**config.mk**
```make
export PLATFORM = sky130hd
export DESIGN_NAME = hllru_rank
export DESIGN_NICKNAME = d
export VERILOG_FILES = /design/src/rtl/core/hllru_pkg.sv /design/src/rtl/core/hllru_rank.sv
export SDC_FILE = /design/constraint.sdc
export NUM_CORES = 1
export LEC_CHECK = 0
export BUFFER_PORTS_ARGS = -buffer_cell sky130_fd_sc_hd__buf_2
export CORE_MARGIN = 2
export CORE_UTILIZATION = 45
export DETAILED_ROUTE_END_ITERATION = 7
export GPL_TIMING_DRIVEN = 0
export PLACE_DENSITY = 0.95
export RECOVER_POWER = 100
export SYNTH_ARGS = -nofsm -noshare
export SYNTH_HDL_FRONTEND = slang
export SYNTH_SLANG_ARGS = --single-unit
```
**constraint.sdc**
```tcl
create_clock -name vclk -period 6.9
set_clock_uncertainty 0.2 [all_clocks]
set_input_delay 0.69 -clock vclk [all_inputs]
set_output_delay 0.69 -clock vclk [all_outputs]
set_load 0.005 [all_outputs]
```
**src/rtl/core/hllru_pkg.sv**
```systemverilog
// hllru_pkg: beat types and fixed field widths for the hyperloglog register update block
// no dependencies; imported by every module under rtl/core
package hllru_pkg;

  localparam int unsigned HashW  = 64;
  localparam int unsigned IndexW = 10;
  localparam int unsigned ValueW = 6;
  localparam int unsigned ZeroW  = 11;
  localparam int unsigned LzW    = 7;

  typedef enum logic {
    OP_OFFER = 1'b0,
    OP_READ  = 1'b1
  } op_e;

  typedef struct packed {
    op_e               operation;
    logic [HashW-1:0]  hash_value;
    logic [IndexW-1:0] register_index;
  } in_item_t;

  typedef struct packed {
    logic              changed;
    logic [ValueW-1:0] register_value;
    logic [HashW-1:0]  items_seen;
    logic [ZeroW-1:0]  zero_registers;
  } out_item_t;

endpackage

```
**src/rtl/core/hllru_rank.sv**
```systemverilog
// hllru_rank: splits a hash into register index and rank (leading zeros plus one)
// depends on hllru_pkg
module hllru_rank #(
  parameter int unsigned INDEX_BITS = 10
) (
  input  logic [hllru_pkg::HashW-1:0]  hash_i,
  output logic [INDEX_BITS-1:0]        index_o,
  output logic [hllru_pkg::ValueW-1:0] rank_o
);
  import hllru_pkg::*;

  localparam int unsigned RemBits = HashW - INDEX_BITS;

  logic [HashW-1:0] rem_aligned;
  logic [7:0]       byte_nz;
  logic [2:0]       byte_lz [8];
  logic [LzW-1:0]   lz;
  logic [LzW-1:0]   lz_inc;

  assign index_o     = hash_i[HashW-1 -: INDEX_BITS];
  assign rem_aligned = hash_i << INDEX_BITS;

  // per-byte leading zeros, then first nonzero byte from the top
  always_comb begin
    for (int b = 0; b < 8; b++) begin
      byte_nz[b] = |rem_aligned[HashW-1-8*b -: 8];
      byte_lz[b] = 3'd0;
      for (int k = 0; k < 8; k++) begin
        if (rem_aligned[HashW-8-8*b+k]) begin
          byte_lz[b] = 3'(7 - k);
        end
      end
    end
    lz = LzW'(HashW);
    for (int b = 7; b >= 0; b--) begin
      if (byte_nz[b]) begin
        lz = LzW'(8 * b) + {4'd0, byte_lz[b]};
      end
    end
  end

  assign lz_inc = lz + LzW'(1);
  assign rank_o = (lz >= LzW'(RemBits)) ? ValueW'(RemBits + 1) : lz_inc[ValueW-1:0];

endmodule

```
==> results of run 1 <==
==> stage by stage <==
step	total power, µW	instances
2_1_floorplan	25.7	144
3_3_place_gp	57.8	242
3_5_place_dp	59.5	242
4_1_cts	59.7	242
5_1_grt	64.8	242
6_report	57.8	242
==> layout by cell type (no fill, tap or decap), types with 4 or more instances in the layout <==
master    instances
a21oi_1           8
a31oi_1           4
buf_2            69
clkbuf_4          9
inv_1            10
nand2b_1          5
nand3_1           5
nor2_1           27
nor3_1            4
nor4_4            5
o21ai_0           4
o31ai_1           8
or4_1             5
==> kinds of logic (layout without fill, tap and decap cells) <==
kind of cell / Yosys count / count (layout)
compound gates: 43 / 43
buf+inv: 21 / 91
fa+ha+maj: 2 / 2
xor+xnor: 3 / 3
simple gates: 75 / 75
==> power breakdown <==
group | total (µW) | internal (µW) | leakage, µW | switching [µW]
Sequential | 0 | 0 | 0 | 0
Combinational | 57.8 | 28.5 | 0.000595 | 29.4
Clock | 0 | 0 | 0 | 0
Total | 57.8 | 28.5 | 0.000595 | 29.4
==> metal layers <==
metal  GRT usage  part of all wire  vias to the layer above
li1            -                 -                      685
met1       0.261              0.39                      603
met2       0.419              0.53                       55
met3     0.00862             0.076                        2
met4     0.00877            0.0044                        0
met5           0                 0                        -
==> path summary, 6_finish.rpt <==
kind              cells after the start        from    endpoint  slack [ns]
hold / removal                        2  hash_i[59]  index_o[5]        1.36
setup / recovery                     12  hash_i[11]   rank_o[0]        2.28
==> layout make-up <==
type | instances | area [µm²]
multi-input combinational | 123 | 880
fill | 220 | 790
timing repair buffer | 70 | 349
buffer | 10 | 75.1
inverter | 11 | 41.3
tap | 28 | 35.0
==> flow_summary.toml, run 1 <==
[synth]
yosysMostFrequentCell = "nor2_1"
post_synth_main_area_contributors = "nor4_4, nor2_1, buf_4"
synthesis.nets = 210
mappedNetlistArea_um2 = 1020
synth.area.mux_share = 0
post_synth_top_area_share = 0.125
yosys.area_share.adder = 0.0245
ys.warnings.count = 0
synth_cell_type_count = 43
synth_sequential_area_ratio = 0
synth.avg_cell_area_um2 = 7.10
postSynthCellCount = 144
synth_top_family_by_area = "simple AND/OR/NAND/NOR gates"
post_synth_xor_area_fraction = 0.0257
synth_simple_gate_area_share = 0.490
synth_compound_area_frac = 0.346
synthDominantAreaCellType = "nor4_4"
synth_common_cells = "nor2_1, buf_4, inv_1"

[sta]
final.setup.tns_ns = 0
tightestPinTransition_ns = 0.605
period_share = 0.669
achievable-frequency_ghz = 0.217
worst_slack_ns = 2.28
hold_slack_ns = 1.36
maxSlewHeadroom = 0.593
rsz0062_at_grt = "no"
final_period_minus_worst_setup_slack_ns = 4.62
setup-violations-final = 0
finalMaxSlewViolations = 0
final_hold_viol_count = 0

[critical_path]
path_common_cell = "buf_2"
critical_path_arrival_ns = 3.73
crit_path_max_incr_delay_ns = 0.56
cp_max_fo = 4
crit_path_start_kind = "input port"
critical_path.slowest_cell = "or4_1"
critical_path.top_delay_family = "compound AO/OA/AOI/OAI gates"
timing.critical_path.to_type = "primary output"
critPathBufInv = 3
worstPathCellList = "buf_2, or4_1, or2_0, a211oi_1, o31ai_1, a31oi_1, clkinv_1, ha_1, o311ai_0, o41ai_1, or2_1, buf_2"
worstSetupPathType = "in2out"
worstPathRequired_ns = 6.01

[die]
placement_rows = 17
floorplan.core_area_um2 = 2170
die-width_um = 51.7
die_h_um = 51.7
die_area_um2 = 2670
io_pins = 80
initial_core_util = 0.471

[layout]
register_area_um2 = 0
insertedDiodeCount = 0
total_number_of_sequential_cells = 0
layout_overhead_on_the_synthesized_area_pct = 35.0
fin_util = 0.636
design_area_um2 = 1380
clock_buffers = 0
fin_nets = 282
drive_gt1_frac = 0.463

[global_route]
antenna_found_initial = 0
grt_overflow = 0
via_count_of_the_first_global_routing_pass = 1154
track_usage = 0.211
grt_max_degree = 6
grt_pass1_wl_mm = 4.60

[pwr]
power.leakage_uw = 0.000595
worst_ir_drop_vdd_mv = 0.0241
power_density_nw_per_um2 = 41.9

[job]
drv.max_cap_violation_count = 0

[detailed_routing]
drt-vias-per-instance = 5.56
detailedRoute.firstIterationViolations = 25
vias = 1345
wirelength_mm = 2.71
wire_per_inst_um = 11.2
first_pass_iters = 4
route.antenna.remaining_nets = 0
drcViolationCount = 0

[placement]
detailedPlacementHpwl_mm = 2.50
buffer_ports.inserted = 70
placed_area_um2 = 1410
dp_slack_ns = 2.70
gp_routability_congestion = 0.837

[clock_tree]
post_cts_resized = 0
cts_post_setup_buffers_inserted = 0
cts_hold_repair.buffers = 0

[min_path]
min_path_type = "in2out"

[run_status]
status = "finished, final reports clean"
(Power assumes the default switching activity.)
==> run 2, diff against run 1 <==
CORE_UTILIZATION = 42   (was 45)
PLACE_DENSITY = 0.9   (was 0.95)
clock period = 4.5 ns   (was 6.9 ns; I/O delays follow)
==> run 2 against run 1 <==
Worst hold slack worse by 0.49 ns. Worst setup slack worse by 1.8 ns. Cell count unchanged. Non-clock buffer count unchanged. First-iteration DRC count down 32%. Critical path type unchanged. Clock-buffer cell count unchanged. Largest cell class unchanged.
==> flow_summary.toml, run 2 (synthesis gave the netlist of run 1 again) <==
[layout]
non_filler_cells_final = 242
total_number_of_sequential_cells = 0
insertedDiodeCount = 0
clock_buffers = 0
layout_overhead_on_the_synthesized_area_pct = 34.1
n_fill_cell = 243
register_area_um2 = 0
drive_gt1_frac = 0.449
most_frequent_cells_in_the_layout = "buf_2, nor2_1, inv_1"
fin_nets = 282
layout.cells.most_common = "buf_2"

[critical_path]
critical_path.slowest_cell = "or4_1"
worstSetupPathType = "in2out"
worstPathCellList = "buf_2, or4_1, or2_0, a211oi_1, o31ai_1, a31oi_1, inv_2, ha_1, o311ai_1, o41ai_1, or2_1, buf_2"
worstPathRequired_ns = 3.85
crit_path_start_kind = "input port"
critical_path_arrival_ns = 3.35
path_common_cell = "buf_2"
cp_max_fo = 4
crit_path_max_incr_delay_ns = 0.55
timing.critical_path.to_type = "primary output"
beginning_of_the_critical_path = "hash_i[11]"

[placement]
dp_slack_ns = 0.720
placed_cells = 242
gp_routability_congestion = 0.889
buffer_ports.inserted = 70
detailedPlacementHpwl_mm = 2.58

[detailed_routing]
wirelength_mm = 2.87
drt-vias-per-instance = 5.43
route.antenna.remaining_nets = 0
wire_per_inst_um = 11.8
drcViolationCount = 0
first_pass_iters = 4
vias = 1314
detailedRoute.firstIterationViolations = 17

[die]
die_area_um2 = 2840
io_pins = 80
initial_core_util = 0.453
floorplan.core_area_um2 = 2250
die_h_um = 53.3
placement_rows = 17
die-width_um = 53.3

[pwr]
power_density_nw_per_um2 = 65.2
worst_ir_drop_vdd_mv = 0.0365
total_power_of_the_final_layout_uw = 89.5
power.leakage_uw = 0.000593

[sta]
achievable-frequency_ghz = 0.250
setup-violations-final = 0
final_period_minus_worst_setup_slack_ns = 4.00
final_hold_viol_count = 0
maxSlewHeadroom = 0.607
period_share = 0.890
finalMaxSlewViolations = 0
tightestPinTransition_ns = 0.583
worst_slack_ns = 0.497
final.setup.tns_ns = 0
rsz0062_at_grt = "no"

[global_route]
grt_overflow = 0
antenna_found_initial = 0
grt_max_degree = 6
grt_pass1_wl_mm = 4.20
via_count_of_the_first_global_routing_pass = 1104
track_usage = 0.186

[clock_tree]
cts_post_setup_buffers_inserted = 0
cts_hold_repair.buffers = 0
post_cts_resized = 0

[min_path]
min_from = "hash_i[58]"
min_path_type = "in2out"

[job]
drv.max_cap_violation_count = 0

[run_status]
status = "finished, final reports clean"
## run 2: report_power, final
| group | internal [µW] | switching (µW) | leakage, µW |
|---|---|---|---|
| clock network | 0 | 0 | 0 |
| registers | 0 | 0 | 0 |
| logic | 43.6 | 45.8 | 0.000593 |
## run 2: worst max-delay path: cells and delay by family
family,cells,cell delay (ns)
buffers and inverters,3,0.31
AOI/OAI and AO/OA,5,1.33
adders and majority gates,1,0.19
and+or+nand+nor,3,1.06
## run 2: routing by layer
layer	vias up	wire length [µm]	track usage
met3	0	166	0.0113
met1	585	1220	0.227
li1	683	-	-
met2	46	1480	0.364
met4	0	0	0.0128
met5	-	0	0
## run 2: through the flow
stage          hold slack, ns  cell area, µm²   util
5_1_grt                 0.888            1370  0.608
3_5_place_dp            0.866            1410  0.624
2_1_floorplan           0.781            1020      -
4_1_cts                 0.866            1410  0.624
3_3_place_gp            0.866            1410  0.624
6_report                0.871            1370  0.608
## run 2: path summary, 6_finish.rpt
| path | endpoint | slack (ns) | cells after the start |
|---|---|---|---|
| hold / removal | index_o[4] | 0.87 | 2 |
| setup / recovery | rank_o[1] | 0.50 | 12 |
## run 2: final cells by class
type | count | area, µm² | area share
Inverter | 11 | 41.3 | 0.0301
Buffer | 10 | 75.1 | 0.0547
Timing Repair Buffer | 70 | 345 | 0.252
Tap cell | 28 | 35.0 | 0.0255
Multi-Input combinational cell | 123 | 875 | 0.638
==> run 3, diff against run 2 <==
CORE_ASPECT_RATIO = 0.7   (was default)
==> run 3 against run 2 <==
Clock-buffer cell count unchanged. Power shrank 0.36%. Sequential cell count is the same. Wire length shrank 3.1%. Die area up 0.22%. Largest cell class unchanged.
==> flow_summary.toml, run 3 (synthesis gave the netlist of run 1 again) <==
[critical_path]
timing.critical_path.to_type = "primary output"
critical_path_arrival_ns = 3.39
crit_path_start_kind = "input port"
cp_max_fo = 4
worstPathRequired_ns = 3.85
worstSetupPathType = "in2out"

[sta]
rsz0062_at_grt = "no"
achievable-frequency_ghz = 0.248
final.setup.tns_ns = 0
setup-violations-final = 0
final_period_minus_worst_setup_slack_ns = 4.04
maxSlewHeadroom = 0.552
period_share = 0.897
final_hold_viol_count = 0
tightestPinTransition_ns = 0.667
finalMaxSlewViolations = 0

[layout]
fin_nets = 282
total_number_of_sequential_cells = 0
drive_gt1_frac = 0.463
register_area_um2 = 0
design_area_um2 = 1380
layout_overhead_on_the_synthesized_area_pct = 35.0
most_frequent_cells_in_the_layout = "buf_2, nor2_1, inv_1"
n_fill_cell = 229
insertedDiodeCount = 0
clock_buffers = 0
layout.cells.most_common = "buf_2"

[global_route]
track_usage = 0.190
grt_pass1_wl_mm = 4.51
gr-usage-met2 = 0.336
grt_busiest_layer = "met2"
grt_max_degree = 6
grt_overflow = 0
antenna_found_initial = 0
grt.met1_usage = 0.278
met3_global_route_usage = 0.00499
via_count_of_the_first_global_routing_pass = 1108

[die]
placement_rows = 14
floorplan.core_area_um2 = 2220
die-width_um = 63.0
die_area_um2 = 2850
die_h_um = 45.3
io_pins = 80
initial_core_util = 0.460

[detailed_routing]
wire_per_inst_um = 11.3
vias = 1306
drcViolationCount = 0
wirelength_mm = 2.78
first_pass_iters = 4
detailedRoute.firstIterationViolations = 40
route.antenna.remaining_nets = 0
drt-vias-per-instance = 5.31

[clock_tree]
cts_post_setup_buffers_inserted = 0
post_cts_resized = 0
cts_hold_repair.buffers = 0

[placement]
placed_area_um2 = 1410
detailedPlacementHpwl_mm = 2.50
buffer_ports.inserted = 70
gp_routability_congestion = 0.812

[pwr]
worst_ir_drop_vdd_mv = 0.0325
power_density_nw_per_um2 = 64.6
power.leakage_uw = 0.000601

[run_status]
status = "finished, final reports clean"

[job]
drv.max_cap_violation_count = 0

[min_path]
min_path_type = "in2out"
[run 3: per-stage QoR]
stage,setup slack (ns),std cells,total power [µW],hold WS (ns),utilization
3_5_place_dp,0.716,246,91.1,0.867,0.635
2_1_floorplan,1.23,144,39.4,0.781,-
3_3_place_gp,0.774,246,89.4,0.866,0.635
6_report,0.462,246,89.2,0.871,0.620
4_1_cts,0.719,246,91.4,0.867,0.635
5_1_grt,0.284,246,98.8,0.891,0.620
[run 3: worst paths after layout]
path	startpoint	end	slack (ns)	cells after the start
hold / removal	hash_i[55]	index_o[1]	0.87	2
setup / recovery	hash_i[11]	rank_o[0]	0.46	12
[run 3: report_power, final]
part           switching [µW]  internal (µW)  leakage (µW)
logic                    45.3           43.8      0.000601
registers                   0              0             0
clock network               0              0             0
[run 3: final cells by class]
class	instances	area (µm²)	area share
Multi-Input combinational cell	123	875	0.634
Buffer	10	75.1	0.0544
Timing Repair Buffer	70	349	0.253
Tap cell	32	40.0	0.0290
Inverter	11	41.3	0.0299
[run 3: worst max-delay path, stage by stage]
cell and delay, ns:
buf_2 0.11, or4_1 0.56, or2_0 0.30, a211oi_1 0.38, o31ai_1 0.13, a31oi_1 0.39, inv_2 0.08, ha_1 0.19
o311ai_1 0.28, o41ai_1 0.17, or2_1 0.22, buf_2 0.12
[run 3: layer usage]
layer | wire (µm) | part of all wire | up-vias
met2 | 1250 | 0.45 | 60
met5 | 0 | 0 | -
li1 | - | - | 680
met1 | 1270 | 0.46 | 566
met4 | 0 | 0 | 0
met3 | 249 | 0.090 | 0
